[config.mk]
export PLATFORM = sky130hd
export DESIGN_NAME = npi_ctrl
export DESIGN_NICKNAME = d
export VERILOG_FILES = /design/src/rtl/core/npi_pkg.sv /design/src/rtl/core/npi_ctrl.sv
export SDC_FILE = /design/constraint.sdc
export NUM_CORES = 1
export LEC_CHECK = 0
export BUFFER_PORTS_ARGS = -buffer_cell sky130_fd_sc_hd__buf_4
export CAP_MARGIN = 20
export CORE_ASPECT_RATIO = 1.75
export CORE_UTILIZATION = 30
export DETAILED_ROUTE_END_ITERATION = 16
export HOLD_SLACK_MARGIN = 0.1
export PLACE_DENSITY = 0.48
export SYNTH_ARGS = -nofsm -noshare
export SYNTH_HDL_FRONTEND = slang
export SYNTH_SLANG_ARGS = --single-unit
[constraint.sdc]
create_clock -name clk -period 3.83 [get_ports clk]
set_input_delay 0.383 -clock clk [delete_from_list [all_inputs] [get_ports clk]]
set_output_delay 0.383 -clock clk [all_outputs]
set_load 0.05 [all_outputs]
[src/rtl/core/npi_pkg.sv]
package npi_pkg;

  localparam int MAX_POINTS_DEF = 16;
  localparam int Q_W            = 32;
  localparam int IDX_IN_W       = 4;
  localparam int CNT_IN_W       = 5;
  // two quotient bits per cycle over a 64-bit numerator
  localparam int DIV_CYCLES     = 32;
  localparam int DIV_CW         = $clog2(DIV_CYCLES);

  localparam logic REQ_LOAD  = 1'b0;
  localparam logic REQ_QUERY = 1'b1;

  typedef enum logic [1:0] {
    STAT_OK  = 2'd0,
    STAT_DUP = 2'd1,
    STAT_SAT = 2'd2,
    STAT_BAD = 2'd3
  } status_t;

  typedef enum logic [3:0] {
    S_IDLE,
    S_COPY_RD,
    S_COPY_WR,
    S_RD_A,
    S_RD_B,
    S_CAP,
    S_CHK,
    S_MUL1,
    S_MUL2,
    S_DIFF,
    S_DIVLD,
    S_DIV,
    S_SAT,
    S_FIN_RD,
    S_FIN_WAIT,
    S_DONE
  } npi_state_t;

  typedef struct packed {
    npi_state_t state;
    logic       accept;
    logic       bad_idx;
    logic       out_load;
  } npi_cmd_t;

  typedef struct packed {
    logic den_zero;
  } npi_sts_t;

endpackage

[src/rtl/core/npi_ctrl.sv]
module npi_ctrl import npi_pkg::*; #(
  parameter int MAX_POINTS = MAX_POINTS_DEF,
  parameter int IDX_W      = $clog2(MAX_POINTS),
  parameter int CNT_W      = $clog2(MAX_POINTS + 1)
) (
  input  logic                clk,
  input  logic                rst,
  input  logic                cfg_we,
  input  logic [CNT_IN_W-1:0] cfg_data,
  input  logic                in_valid,
  output logic                in_ready,
  input  logic                req_type,
  input  logic [IDX_IN_W-1:0] point_index,
  output logic                out_valid,
  input  logic                out_ready,
  output npi_cmd_t            cmd,
  input  npi_sts_t            sts,
  output logic [IDX_W-1:0]    addr_n,
  output logic [IDX_W-1:0]    addr_nk,
  output logic [IDX_W-1:0]    addr_n1
);

  npi_state_t          state, state_next;
  logic [CNT_IN_W-1:0] point_count;
  logic [CNT_W-1:0]    eff_cnt;
  logic [CNT_W-1:0]    n, n_next;
  logic [CNT_W-1:0]    k, k_next;
  logic [DIV_CW-1:0]   div_cnt, div_cnt_next;
  logic                out_load;
  logic                accept;

  // count of 0 behaves as 1, anything above capacity as capacity
  always_comb begin
    if (point_count == '0) begin
      eff_cnt = CNT_W'(1);
    end else if (32'(point_count) > 32'(MAX_POINTS)) begin
      eff_cnt = CNT_W'(MAX_POINTS);
    end else begin
      eff_cnt = CNT_W'(point_count);
    end
  end

  assign accept  = in_valid && in_ready;
  assign addr_n  = IDX_W'(n);
  assign addr_nk = IDX_W'(n + k);
  assign addr_n1 = IDX_W'(n + 1'b1);

  assign cmd.state    = state;
  assign cmd.accept   = accept;
  assign cmd.bad_idx  = 32'(point_index) >= 32'(eff_cnt);
  assign cmd.out_load = out_load;

  always_ff @(posedge clk) begin
    if (rst) begin
      state       <= S_IDLE;
      point_count <= CNT_IN_W'(1);
      n           <= '0;
      k           <= '0;
      div_cnt     <= '0;
      out_valid   <= 1'b0;
    end else begin
      state   <= state_next;
      n       <= n_next;
      k       <= k_next;
      div_cnt <= div_cnt_next;
      if (cfg_we) begin
        point_count <= cfg_data;
      end
      if (out_load) begin
        out_valid <= 1'b1;
      end else if (out_ready) begin
        out_valid <= 1'b0;
      end
    end
  end

  always_comb begin
    state_next   = state;
    n_next       = n;
    k_next       = k;
    div_cnt_next = div_cnt;
    in_ready     = (state == S_IDLE);
    out_load     = 1'b0;
    case (state)
      S_IDLE: begin
        if (in_valid) begin
          if (req_type == REQ_QUERY) begin
            n_next     = '0;
            state_next = S_COPY_RD;
          end else begin
            state_next = S_DONE;
          end
        end
      end
      S_COPY_RD: state_next = S_COPY_WR;
      S_COPY_WR: begin
        if (n + 1'b1 == eff_cnt) begin
          n_next     = '0;
          k_next     = CNT_W'(1);
          state_next = (eff_cnt == CNT_W'(1)) ? S_FIN_RD : S_RD_A;
        end else begin
          n_next     = n + 1'b1;
          state_next = S_COPY_RD;
        end
      end
      S_RD_A:  state_next = S_RD_B;
      S_RD_B:  state_next = S_CAP;
      S_CAP:   state_next = S_CHK;
      // duplicate abscissa ends the query at once
      S_CHK:   state_next = sts.den_zero ? S_FIN_RD : S_MUL1;
      S_MUL1:  state_next = S_MUL2;
      S_MUL2:  state_next = S_DIFF;
      S_DIFF:  state_next = S_DIVLD;
      S_DIVLD: begin
        div_cnt_next = '0;
        state_next   = S_DIV;
      end
      S_DIV: begin
        div_cnt_next = div_cnt + 1'b1;
        if (div_cnt == DIV_CW'(DIV_CYCLES - 1)) begin
          state_next = S_SAT;
        end
      end
      S_SAT: begin
        if (n + k + 1'b1 == eff_cnt) begin
          n_next     = '0;
          k_next     = k + 1'b1;
          state_next = (k + 1'b1 == eff_cnt) ? S_FIN_RD : S_RD_A;
        end else begin
          n_next     = n + 1'b1;
          state_next = S_RD_A;
        end
      end
      S_FIN_RD:   state_next = S_FIN_WAIT;
      S_FIN_WAIT: state_next = S_DONE;
      S_DONE: begin
        if (!out_valid || out_ready) begin
          out_load   = 1'b1;
          state_next = S_IDLE;
        end
      end
      default: state_next = S_IDLE;
    endcase
  end

  a_query_starts: assert property (@(posedge clk) disable iff (rst)
    (accept && req_type == REQ_QUERY) |=> (state == S_COPY_RD))
    else $error("query did not start the copy pass");

  a_load_finishes: assert property (@(posedge clk) disable iff (rst)
    (accept && req_type == REQ_LOAD) |=> (state == S_DONE))
    else $error("load did not go straight to result");

  a_tableau_range: assert property (@(posedge clk) disable iff (rst)
    (state == S_RD_A) |-> (k != '0 && 32'(n) + 32'(k) < 32'(eff_cnt)))
    else $error("tableau index out of range");

  a_result_shown: assert property (@(posedge clk) disable iff (rst)
    out_load |=> (out_valid && state == S_IDLE))
    else $error("finished word not presented");

  a_div_len: assert property (@(posedge clk) disable iff (rst)
    (state == S_DIVLD) |=> (state == S_DIV && div_cnt == '0))
    else $error("divider not restarted");

endmodule

* Word-level counts from Yosys, hierarchy flattened
Index checks and enable logic that the tools add are counted.
** Word-level totals
- Bits in registers :: 25
- Bits in latches :: 0
- Bits in writable memories :: 0
- ROM bits :: 0
- Output and inout bits :: 21
- Logic and storage cells :: 76
- Memories :: 0
** Cells by class
- Add/sub/neg operators :: 5
- Multipliers :: 0
- Divide/modulo/power cells :: 0
- $lt $le $gt $ge :: 2
- Equal/unequal tests :: 26
- Shift-type cells :: 0
- Multiplexer cells :: 25
- Bitwise operators :: 0
- Reductions and logical operators :: 12
** Operator list (number)
- case mux 4 bit (16 select lines) :: 1
- two-way mux 5 bit :: 8
- two-way mux 4 bit :: 9
- == test 4 bit, second input constant :: 8
- adder 5 x 1 -> 5 bit, second input constant :: 4
- case mux 5 bit (2 select lines) :: 2
- == test 4 x 3 -> 1 bit, second input constant :: 4
- == test 5 bit :: 3
- case mux 5 bit (3 select lines) :: 1
- != test 2 bit, second input constant :: 5
- AND reduction 3 bit :: 3
- == test 4 x 2 -> 1 bit, second input constant :: 2
- nonzero test 2 bit :: 3
- adder 5 bit :: 1
- == test 5 x 1 -> 1 bit, second input constant :: 1
- == test 5 bit, second input constant :: 1
- greater-or-equal comparator 4 x 5 -> 1 bit :: 1
- > comparator 5 bit, second input constant :: 1
- logical NOT 5 bit :: 1
- == test 4 x 1 -> 1 bit, second input constant :: 1
- logical NOT 4 bit :: 1
- two-way mux 1 bit :: 4
- nonzero test 3 bit :: 1
- != test 2 x 1 -> 1 bit, second input constant :: 1
- 3 further kinds :: 3

* Longest topological paths before layout
Gate-level depths: netlist (run 1).
- Word-level depth :: 7
- Gate-level depth with buffers :: 11
- Depth with buffers taken out :: 11

* Worst setup path before layout (run 1)
Ideal clock, no wire load.
- Path type :: register -> register
- Start point :: register n[0]
- End point :: register k[2]
- Library setup time :: 0.122 ns
- Data arrival time :: 3.213 ns
- Path slack :: 0.495 ns
- Stages on the path, launching flop included :: 11
- Buffers on the path :: 0
- Clock period less this slack :: 3.335 ns
- Cells stage by stage :: dfxtp_1 ha_1 inv_1 fa_1 xnor2_2 nand4_1 a211o_1 a2111oi_4 and2_4 a21oi_2 a311o_1
** On the way
- Longest elaborated chain between the ends :: 5
- Elaborated cells between the ends (all ways) :: 8
- Classes of those cells :: 3 x add/sub; 4 x eq/ne; 1 x reduce/logical
** RTL lines
- start: declaration :: RTL line npi_ctrl.sv:26 : logic [CNT_W-1:0] n, n_next;
- start signal: assignment :: RTL line npi_ctrl.sv:63 : n <= n_next;
- adder 5 bit :: RTL line npi_ctrl.sv:125 : if (n + k + 1'b1 == eff_cnt) begin
- net addr_nk[2] :: RTL line npi_ctrl.sv:19 : output logic [IDX_W-1:0] addr_nk,
- adder 5 x 1 -> 5 bit :: RTL line npi_ctrl.sv:125
- == test 5 bit :: RTL line npi_ctrl.sv:125
- != test 2 bit (no source line)
- AND reduction 3 bit (no source line)
- end signal: assignment :: RTL line npi_ctrl.sv:64 : k <= k_next;
- end: declaration :: RTL line npi_ctrl.sv:27 : logic [CNT_W-1:0] k, k_next;
The timed path passes the listed nets, and every way through them passes these cells.
A chain may end at the register's enable or synchronous reset.

==> results of run 1 <==
final timing paths:
check | startpoint | endpoint | slack, ps
setup / recovery | point_count[4]$_SDFFE_PP0P_ | cmd[1] | 670
hold / removal | cfg_data[0] | point_count[0]$_SDFFE_PP1P_ | 340
setup reg to reg | n[0]$_SDFFE_PP0P_ | k[2]$_SDFFE_PP0P_ | 700
hold reg to reg | div_cnt[4]$_SDFFE_PP0P_ | div_cnt[4]$_SDFFE_PP0P_ | 460
stage by stage:
step	std cells	util (%)	setup WS (ps)
floorplan	263	-	495
global placement	361	35.5	799
detailed placement	361	35.5	722
CTS	365	36.7	637
global route	365	36.7	387
finish	365	36.7	666
cells by family after synthesis:
| logic type | Yosys count |
|---|---|
| fa+ha+maj | 14 |
| simple gates | 97 |
| buf+inv | 42 |
| flops | 25 |
| xor+xnor | 20 |
| compound gates | 57 |
| mux | 8 |
critical path, cell delays in order (launching register included):
cell and delay, ps:
dfxtp_1 600, nor4_1 130, buf_4 160, a21oi_1 390, inv_1 100, ha_1 270, nand2b_1 140, a21o_1 170
a21o_1 160, a21oi_1 130, nor2_1 50, buf_4 200
power by group through the flow:
stage	Clock (mW)	Combinational (mW)	Sequential, mW
2_1_floorplan	0	0.440	0.365
3_3_place_gp	0	0.607	0.353
3_5_place_dp	0	0.606	0.352
4_1_cts	0.258	0.608	0.346
5_1_grt	0.268	0.650	0.356
6_report	0.252	0.604	0.345
sequential cells by signal, summed over array words and instances (netlist names):
name / flops
div_cnt: 5
k: 5
point_count: 5
state: 4
out_valid: 1
n: 5
layer usage:
metal | global-route usage [%] | share of wire, %
met5 | 0 | 0
met2 | 31.8 | 57
met1 | 17.0 | 39
met3 | 2.16 | 2.0
met4 | 6.07 | 2.2
cell usage in the layout, fill, tap and decap left out, drive strengths merged, types with 2 or more instances in the layout:
master    n
buf      38
nor2     27
dfxtp    25
nand2    21
inv      21
a21oi    21
ha       13
xnor2    11
nand3    10
nor3      9
xor2      7
o21ai     7
nand2b    6
mux2i     6
nor2b     5
nor4      5
nand4     3
and3      3
o31ai     3
a31oi     3
clkbuf    3
and2      3
a21o      3
a211oi    3
a211o     2
xnor3     2
mux2      2
or2       2
o2111ai   2
a32o      2
cell type report:
cell class / count / area, sq um / share of cell area (%)
Clock inverter: 1 / 8.76 / 0.365
Timing Repair Buffer: 38 / 285 / 11.9
Tap cell: 82 / 103 / 4.27
Clock buffer: 3 / 75.1 / 3.13
Sequential cell: 25 / 500 / 20.8
Multi-Input combinational cell: 196 / 1360 / 56.4
Inverter: 20 / 75.1 / 3.13
==> out/summary.txt, run 1 <==
run status: complete, no violations
proportion of synthesized chip area in sequential cells: 24.5%
initial cell density of the core: 31.2%
y dimension of the die: 111 microns
area grow syn2layout: 17.8%
Post-Synthesis Mean Instance Area: 7.75 sq um
weighted congestion at the end of routability-driven global placement: 0.774
sequential power share: 28.7%
H-tree levels: 1
PnR Total Power: 1.20 mW
final worst hold slack: 341 ps
remaining global-route overflow: 0
Min Clock Period, post-route: 3160 ps
Filler cells: 712
remaining max-slew budget at the tightest pin: 59.4%
GRT Total Usage: 16.4%
switching share of total power: 46.9%
# DRC: 0
count of pins over their slew limit: 0
antenna diode count: 0
Arrival @ worst endpoint: 2780 ps
post-synthesis share of cell area spent on xor and xnor gates: 10.3%
std cell rows: 39
initial drt markers: 113
unrepaired setup endpoints after global routing: no
post-place instance area: 2320 sq um
top cells by area, synth: dfxtp_1 25%, ha_1 8.0%, nor2_1 5.0%, a21oi_1 4.9%, xnor2_1 4.3%
final worst-path cycle share: 82.6%
placeable core region: 6540 sq um
number of clock buffers inserted by TritonCTS: 3
CTS Hold Buffers Added: 0
async set-reset flop share out of synthesis: 0%
commonest cells in the netlist: 27 x nor2_1, 25 x dfxtp_1, 21 x nand2_1
part of the power in the clock network: 21.0%
main combinational cell family by area after synthesis: simple AND/OR/NAND/NOR gates
proportion of synthesized area in mux cells: 4.05%
length of the first detailed-routing pass in iterations: 6
largest driver fanout on the critical path: 15
total length of routed wires: 5580 microns
post-detailed-route wirelength per cell: 15.3 microns
Final ANT Viol Nets: 0
number of global-route vias before repair: 1870
Root Driver: clkbuf_16
clock tree from TritonCTS: yes
ratio of cells with drive above 1 in the final layout: 19.1%
number of distinct standard cells referenced by the synthesized netlist: 54
Hold Crit Class: input pin to register
Longest Clk Path Bufs: 2
most used standard cell by instance count after synthesis: nor2_1
Power Dens Cells: 500 nW/um^2
Post-layout nets: 314
kind of start point of the critical path: register
detailed placement HPWL: 4400 microns
clock insertion delay at the later pin of the skew report: 270 ps
Gate power share: 50.3%
number of clock sinks: 25
internal power: 0.638 mW
switching power: 0.564 mW
clock-pin transition on the worst setup and hold timing paths: 80 ps
Post-CTS Setup Repair Bufs: 0
fraction of synthesized cell area taken by the top area cell type: 24.5%
number of maximum-capacitance violations: 0
flip-flop and latch count after synthesis: 25
cells after synthesis: 263
maximum number of pins on one net before global-route repair: 21
most instantiated flip-flop cell in the synthesis netlist: dfxtp_1
synthesized-area fraction occupied by ao, oa, aoi and oai cells: 19.8%
Non-Filler Cell Area, Final: 2400 sq um
global-route wire length before repair: 9150 microns
Worst Skew: 9.73 ps
fmax: 316 MHz
setup TNS: 0 ps
post-synth top area cell: dfxtp_1
final count of negative-setup-slack endpoints: 0
static leakage power: 1.05 nW
depth of the worst hold-timing path: 3
Horiz. Die Dim: 64.3 microns
total I/O pin count: 37
Port Buffer Count: 36
netlist area before placement: 2040 sq um
total die area: 7140 sq um
category of the critical setup timing path: register to output port
share of synthesized cell area in full adder, half adder and majority cells: 8.96%
count of flip-flops with a built-in enable after synthesis: 0
Critical Path End Type: output port
initial antenna violation count: 0
Resized cells post-CTS: 0
vias per inst: 5.21
routed vias: 1901
data required time at the worst endpoint: 3450 ps
Worst Max-Slew Pin Slew: 603 ps
Final Hold Violating Endpoints: 0
maximum vdd drop: 0.220 mV
Yosys warnings: 0
basic-gate share of the synthesized area counting and, or, nand and nor cells: 23.3%
Worst Reg2Reg Path Length in Cells: 10
total nets after synthesis: 293
Note: power is estimated with default switching activity, not from simulation.
==> run 2: changes to the inputs <==
- clock period: 3.83 -> 3 ns (I/O delays scaled with it)
==> run 2 against run 1 <==
Compared with the run above:
- setup slack got worse by 530 ps
- clock skew decreased by 4.1 ps
- critical path depth unchanged
- die area unchanged
- first-iteration DRC count decreased by 48%
- global-route usage increased by 0.75 points
- sequential power increased by 29%
- via count increased by 1.6%
- cell count increased by 2.5%
- core utilization increased by 1.7 points
- clock-buffer cell count unchanged
- critical path type is now register to register
- critical endpoint is now state[2]$_SDFFE_PP0P_
- largest cell class unchanged
==> out/summary.txt, run 2 (synthesis results as in run 1) <==
Final ANT Viol Nets: 0 (unchanged)
Worst Skew: 5.66 ps (-4.08 ps)
std cell rows: 39 (unchanged)
Non-Filler Cell Area, Final: 2510 sq um (+4.6%)
critical path's top delay family: compound AO/OA/AOI/OAI gates
critical path's largest stage delay: 390 ps (-210 ps)
initial drt markers: 59 (-48%)
total I/O pin count: 37 (unchanged)
commonest non-fill, non-tap cells in the layout: 47 x buf_4, 27 x nor2_1, 23 x dfxtp_1
kind of start point of the critical path: register
final count of negative-setup-slack endpoints: 0 (unchanged)
static leakage power: 1.09 nW (+4.2%)
GRT Total Usage: 17.1% (+0.75 points)
number of clock sinks: 25 (unchanged)
most common cell after layout, fill and taps aside: buf_4
final worst-path cycle share: 95.4%
largest driver fanout on the critical path: 5 (-10)
CTS Hold Buffers Added: 0 (unchanged)
Root Driver: clkbuf_16
endpoint of the most critical register-to-register path: state[2]$_SDFFE_PP0P_
placeable core region: 6540 sq um (unchanged)
number of maximum-capacitance violations: 0 (unchanged)
WHS Endpoint: point_count[0]$_SDFFE_PP1P_
slowest cell on the critical path: fa_2
remaining max-slew budget at the tightest pin: 61.6% (+2.2 points)
number of global-route vias before repair: 1956 (+4.6%)
cell count along the critical path: 11 (unchanged)
maximum number of pins on one net before global-route repair: 21 (unchanged)
ratio of cells with drive above 1 in the final layout: 24.7% (+5.6 points)
startpoint of the worst hold path: cfg_data[0]
PnR Total Power: 1.56 mW (+30%)
weighted congestion at the end of routability-driven global placement: 0.826 (+6.7%)
Min Clock Period, post-route: 2860 ps
Horiz. Die Dim: 64.3 microns (unchanged)
Buf+Inv Stages, Crit Path: 2 (-1)
Worst Reg2Reg Path Length in Cells: 11 (+1)
worst path cell trace: ha_2 -> inv_1 -> fa_2 -> xnor2_4 -> a31o_1 -> a211o_1 -> a2111oi_4 -> buf_4 -> nand4_1 -> a22o_1 -> a211oi_2
Filler cells: 717 (+0.70%)
initial cell density of the core: 31.2% (unchanged)
vias per inst: 5.16 (-0.87%)
post-detailed-route wirelength per cell: 15.2 microns (-0.61%)
Power Dens Cells: 621 nW/um^2 (+24%)
category of the critical setup timing path: register to register
clock insertion delay at the later pin of the skew report: 270 ps (about the same)
crit path setup slack, layout: 137 ps (-529 ps)
Longest Clk Path Bufs: 2 (unchanged)
flop-to-flop setup slack: 140 ps (-560 ps)
# DRC: 0 (unchanged)
Hold Crit Class: input pin to register
antenna diode count: 0 (unchanged)
depth of the worst hold-timing path: 3 (unchanged)
total length of routed wires: 5680 microns (+1.8%)
initial antenna violation count: 0 (unchanged)
length of the first detailed-routing pass in iterations: 4 (-2)
detailed placement HPWL: 4430 microns (+0.61%)
y dimension of the die: 111 microns (unchanged)
data required time at the worst endpoint: 3190 ps (-260 ps)
area grow syn2layout: 23.3%
run status: complete, no violations
post-place instance area: 2380 sq um (+2.8%)
global-route wire length before repair: 9410 microns (+2.9%)
fmax: 349 MHz
total die area: 7140 sq um (unchanged)
clock tree from TritonCTS: yes
Arrival @ worst endpoint: 3050 ps (+270 ps)
DP Worst Slack: 97.4 ps (-625 ps)
Critical Path End Type: register
Final Hold Violating Endpoints: 0 (unchanged)
startpoint of the lowest-slack register-to-register path: n[0]$_SDFFE_PP0P_
Post-layout nets: 323 (+2.9%)
clock-pin transition on the worst setup and hold timing paths: 70 ps (about the same)
Worst Max-Slew Pin Slew: 574 ps (-28.4 ps)
H-tree levels: 1 (unchanged)
number of clock buffers inserted by TritonCTS: 3 (unchanged)
count of pins over their slew limit: 0 (unchanged)
Port Buffer Count: 36 (unchanged)
maximum vdd drop: 0.396 mV (+80%)
routed vias: 1931 (+1.6%)
remaining global-route overflow: 0 (unchanged)
-- run 2: worst min-delay path: cells and delay by family --
family | cells | cell delay [ps]
buf+inv | 1 | 80
mux | 1 | 60
simple gates | 1 | 60
-- run 2: routing by layer --
metal  track usage [%]  part of all wire, %
met5                 0                    0
met2              32.3                   55
met4              8.74                  2.7
met3              1.85                  3.2
met1              17.8                   39
-- run 2: area by class of cell --
class	instances	area (sq um)	area share, %
inverters	20	75.1	2.99
clock inverters	1	7.51	0.299
repair buffers	47	353	14.0
flip-flops and latches	25	508	20.2
clock buffers	3	75.1	2.99
multi-input cells	196	1390	55.4
well taps	82	103	4.08
-- run 2: how the worst max path moves through the flow --
stage                                            from  slack (ps)                    end
after floorplan                     n[0]$_SDFFE_PP0P_          40      k[2]$_SDFFE_PP0P_
after global placement              k[0]$_SDFFE_PP0P_         150  state[3]$_SDFFE_PP0P_
after detailed placement            k[0]$_SDFFE_PP0P_         100      n[2]$_SDFFE_PP0P_
after CTS                 point_count[4]$_SDFFE_PP0P_          10                 cmd[1]
after global routing                n[0]$_SDFFE_PP0P_          -2  state[2]$_SDFFE_PP0P_
final                               n[0]$_SDFFE_PP0P_         140  state[2]$_SDFFE_PP0P_
-- run 2: repair_timing --
| action | 4_1_cts | 5_1_grt |
|---|---|---|
| buffers inserted | 0 | 3 |
| endpoints found under the setup margin | 0 | 12 |
| gates resized for setup | 0 | 7 |
-- run 2: through the flow --
| stage | std cells | util, % | hold slack, ps | TNS (ps) |
|---|---|---|---|---|
| floorplan | 263 | - | 428 | 0 |
| global placement | 367 | 36.4 | 446 | 0 |
| detailed placement | 367 | 36.4 | 456 | 0 |
| CTS | 371 | 37.7 | 252 | 0 |
| global route | 374 | 38.4 | 277 | -1.83 |
| finish | 374 | 38.4 | 255 | 0 |
-- run 2: report_power, final --
group / total, mW / switching, mW / leakage, nW / internal, mW
logic: 0.802 / 0.514 / 0.849 / 0.289
registers: 0.444 / 0.0758 / 0.205 / 0.368
clock network: 0.315 / 0.133 / 0.0371 / 0.182
total: 1.56 / 0.723 / 1.09 / 0.839
==> run 3: changes to the inputs <==
- CORE_UTILIZATION: 30 -> 56
- PLACE_DENSITY: 0.48 -> 0.8
==> run 3 against run 2 <==
Compared with the run above:
- cell count decreased by 11%
- die area is 45% lower
- via count rose by 1.5%
- clock power decreased by 34%
- combinational power decreased by 0.5%
- clock-buffer cell count stayed put
- largest power group unchanged
==> out/summary.txt, run 3 (synthesis results as in run 1) <==
Worst setup startpoint: n[0]$_SDFFE_PP0P_
Arrival @ worst endpoint: 3110 ps (+60 ps)
number of clock buffers inserted by TritonCTS: 3 (unchanged)
count of pins over their slew limit: 0 (unchanged)
setup TNS: 0 ps (unchanged)
fmax: 343 MHz (-1.8%)
unrepaired setup endpoints after global routing: no
total length of routed wires: 5000 microns (-12%)
length of the first detailed-routing pass in iterations: 4 (unchanged)
initial antenna violation count: 0 (unchanged)
final count of negative-setup-slack endpoints: 0 (unchanged)
number of placed cells counting well taps: 328 (-11%)
global-route wire length before repair: 7810 microns (-17%)
std cell rows: 28 (-28%)
number of maximum-capacitance violations: 0 (unchanged)
maximum number of pins on one net before global-route repair: 21 (unchanged)
startpoint of the worst hold path: cfg_data[0]
initial drt markers: 63 (+6.8%)
GRT Total Usage: 27.5% (+10 points)
most common cell after layout, fill and taps aside: buf_4
fin cells: 333 (-11%)
# DRC: 0 (unchanged)
detailed placement HPWL: 3850 microns (-13%)
Root Driver: clkbuf_8
remaining max-slew budget at the tightest pin: 58.3% (-3.3 points)
clock insertion delay at the later pin of the skew report: 270 ps (about the same)
ratio of cells with drive above 1 in the final layout: 24.3% (-0.35 points)
vias per inst: 5.88 (+14%)
kind of start point of the critical path: register
total die area: 3900 sq um (-45%)
clock tree from TritonCTS: yes
area taken by multi-input logic gates: 1410 sq um (+1.4%)
static leakage power: 1.06 nW (-3.0%)
remaining global-route overflow: 0 (unchanged)
Worst Skew: 4.30 ps (-1.36 ps)
layer carrying the most global-route usage: met2
Worst Max-Slew Pin Slew: 619 ps (+44.6 ps)
Final Hold Violating Endpoints: 0 (unchanged)
Non-Filler Cell Area, Final: 2420 sq um (-3.7%)
Horiz. Die Dim: 47.6 microns (-26%)
Longest Clk Path Bufs: 2 (unchanged)
Storage cell area: 505 sq um (-0.49%)
H-tree levels: 1 (unchanged)
startpoint of the lowest-slack register-to-register path: n[0]$_SDFFE_PP0P_
Hold Crit Class: input pin to register
maximum vdd drop: 0.620 mV (+56%)
Min Clock Period, post-route: 2910 ps (+51.4 ps)
placeable core region: 3430 sq um (-47%)
routed vias: 1959 (+1.5%)
Critical Path End Type: register
data required time at the worst endpoint: 3200 ps (about the same)
number of clock sinks: 25 (unchanged)
Post-layout nets: 319 (-1.2%)
Port Buffer Count: 36 (unchanged)
commonest non-fill, non-tap cells in the layout: 43 x buf_4, 27 x nor2_1, 23 x dfxtp_1
y dimension of the die: 81.8 microns (-26%)
GR Util met1: 27.0% (+9.2 points)
area grow syn2layout: 18.7%
antenna diode count: 0 (unchanged)
initial cell density of the core: 59.4% (+28 points)
category of the critical setup timing path: register to register
CTS Hold Buffers Added: 0 (unchanged)
Filler cells: 314 (-56%)
total I/O pin count: 37 (unchanged)
run status: complete, no violations
post-detailed-route wirelength per cell: 15.0 microns (-1.3%)
met2 usage in global routing: 51.8% (+20 points)
met3 Usage GRT: 3.30% (+1.4 points)
largest driver fanout on the critical path: 5 (unchanged)
post-place instance area: 2320 sq um (-2.6%)
weighted congestion at the end of routability-driven global placement: 0.925 (+12%)
clock-pin transition on the worst setup and hold timing paths: 90 ps (+20 ps)
Power Dens Cells: 597 nW/um^2 (-3.9%)
number of global-route vias before repair: 1847 (-5.6%)
Final ANT Viol Nets: 0 (unchanged)
final worst-path cycle share: 97.2% (+1.7 points)
-- run 3: changes by cell type in the layout (fill, tap and decap cells not counted), sizes merged --
cell  delta
buf      -4
-- run 3: worst paths after layout --
kind | depth (start not counted) | slack (ps) | end
setup / recovery | 10 | 90 | state[2]$_SDFFE_PP0P_
hold / removal | 3 | 250 | point_count[0]$_SDFFE_PP1P_
setup reg to reg | 10 | 90 | state[2]$_SDFFE_PP0P_
hold reg to reg | 2 | 470 | div_cnt[4]$_SDFFE_PP0P_
-- run 3: critical path, cell delays in order, from the launching register on --
cell	delay (ps)
dfxtp_4	380
ha_2	170
inv_1	50
fa_2	390
xnor2_4	170
a31o_1	250
a211o_1	330
a2111oi_4	430
nand4_1	180
a22o_1	270
a211oi_2	210
-- run 3: area by class of cell --
cell class	instances	share of cell area (%)
timing repair buffer	43	13.3
inverter	20	3.10
clock buffer	3	1.71
multi-input combinational	196	58.3
clock inverter	1	0.310
tap	45	2.33
sequential	25	20.9
-- run 3: stage by stage --
| step | hold WS, ps | total power [mW] | setup slack [ps] | util (%) |
|---|---|---|---|---|
| 3_5_place_dp | 452 | 1.21 | 52.3 | 67.6 |
| 6_report | 251 | 1.45 | 85.4 | 70.5 |
| 2_1_floorplan | 428 | 1.03 | 44.2 | - |
| 4_1_cts | 250 | 1.42 | 33.7 | 69.0 |
| 3_3_place_gp | 444 | 1.20 | 178 | 67.6 |
| 5_1_grt | 247 | 1.52 | 9.88 | 70.5 |
-- run 3: per-layer routing --
metal,vias to the layer above,part of all wire (%)
met5,-,0
met1,910,37
met4,0,3.9
met3,19,4.5
met2,67,54
li1,963,-
-- run 3: timing repair --
action                                  in CTS  in global routing
endpoints found under the setup margin       0                  8
resized for setup                            0                  9
setup buffers                                0                  1
-- run 3: report_power, final --
part,internal (mW),switching (mW)
Sequential,0.368,0.0712
Combinational,0.279,0.519
Clock,0.0943,0.114
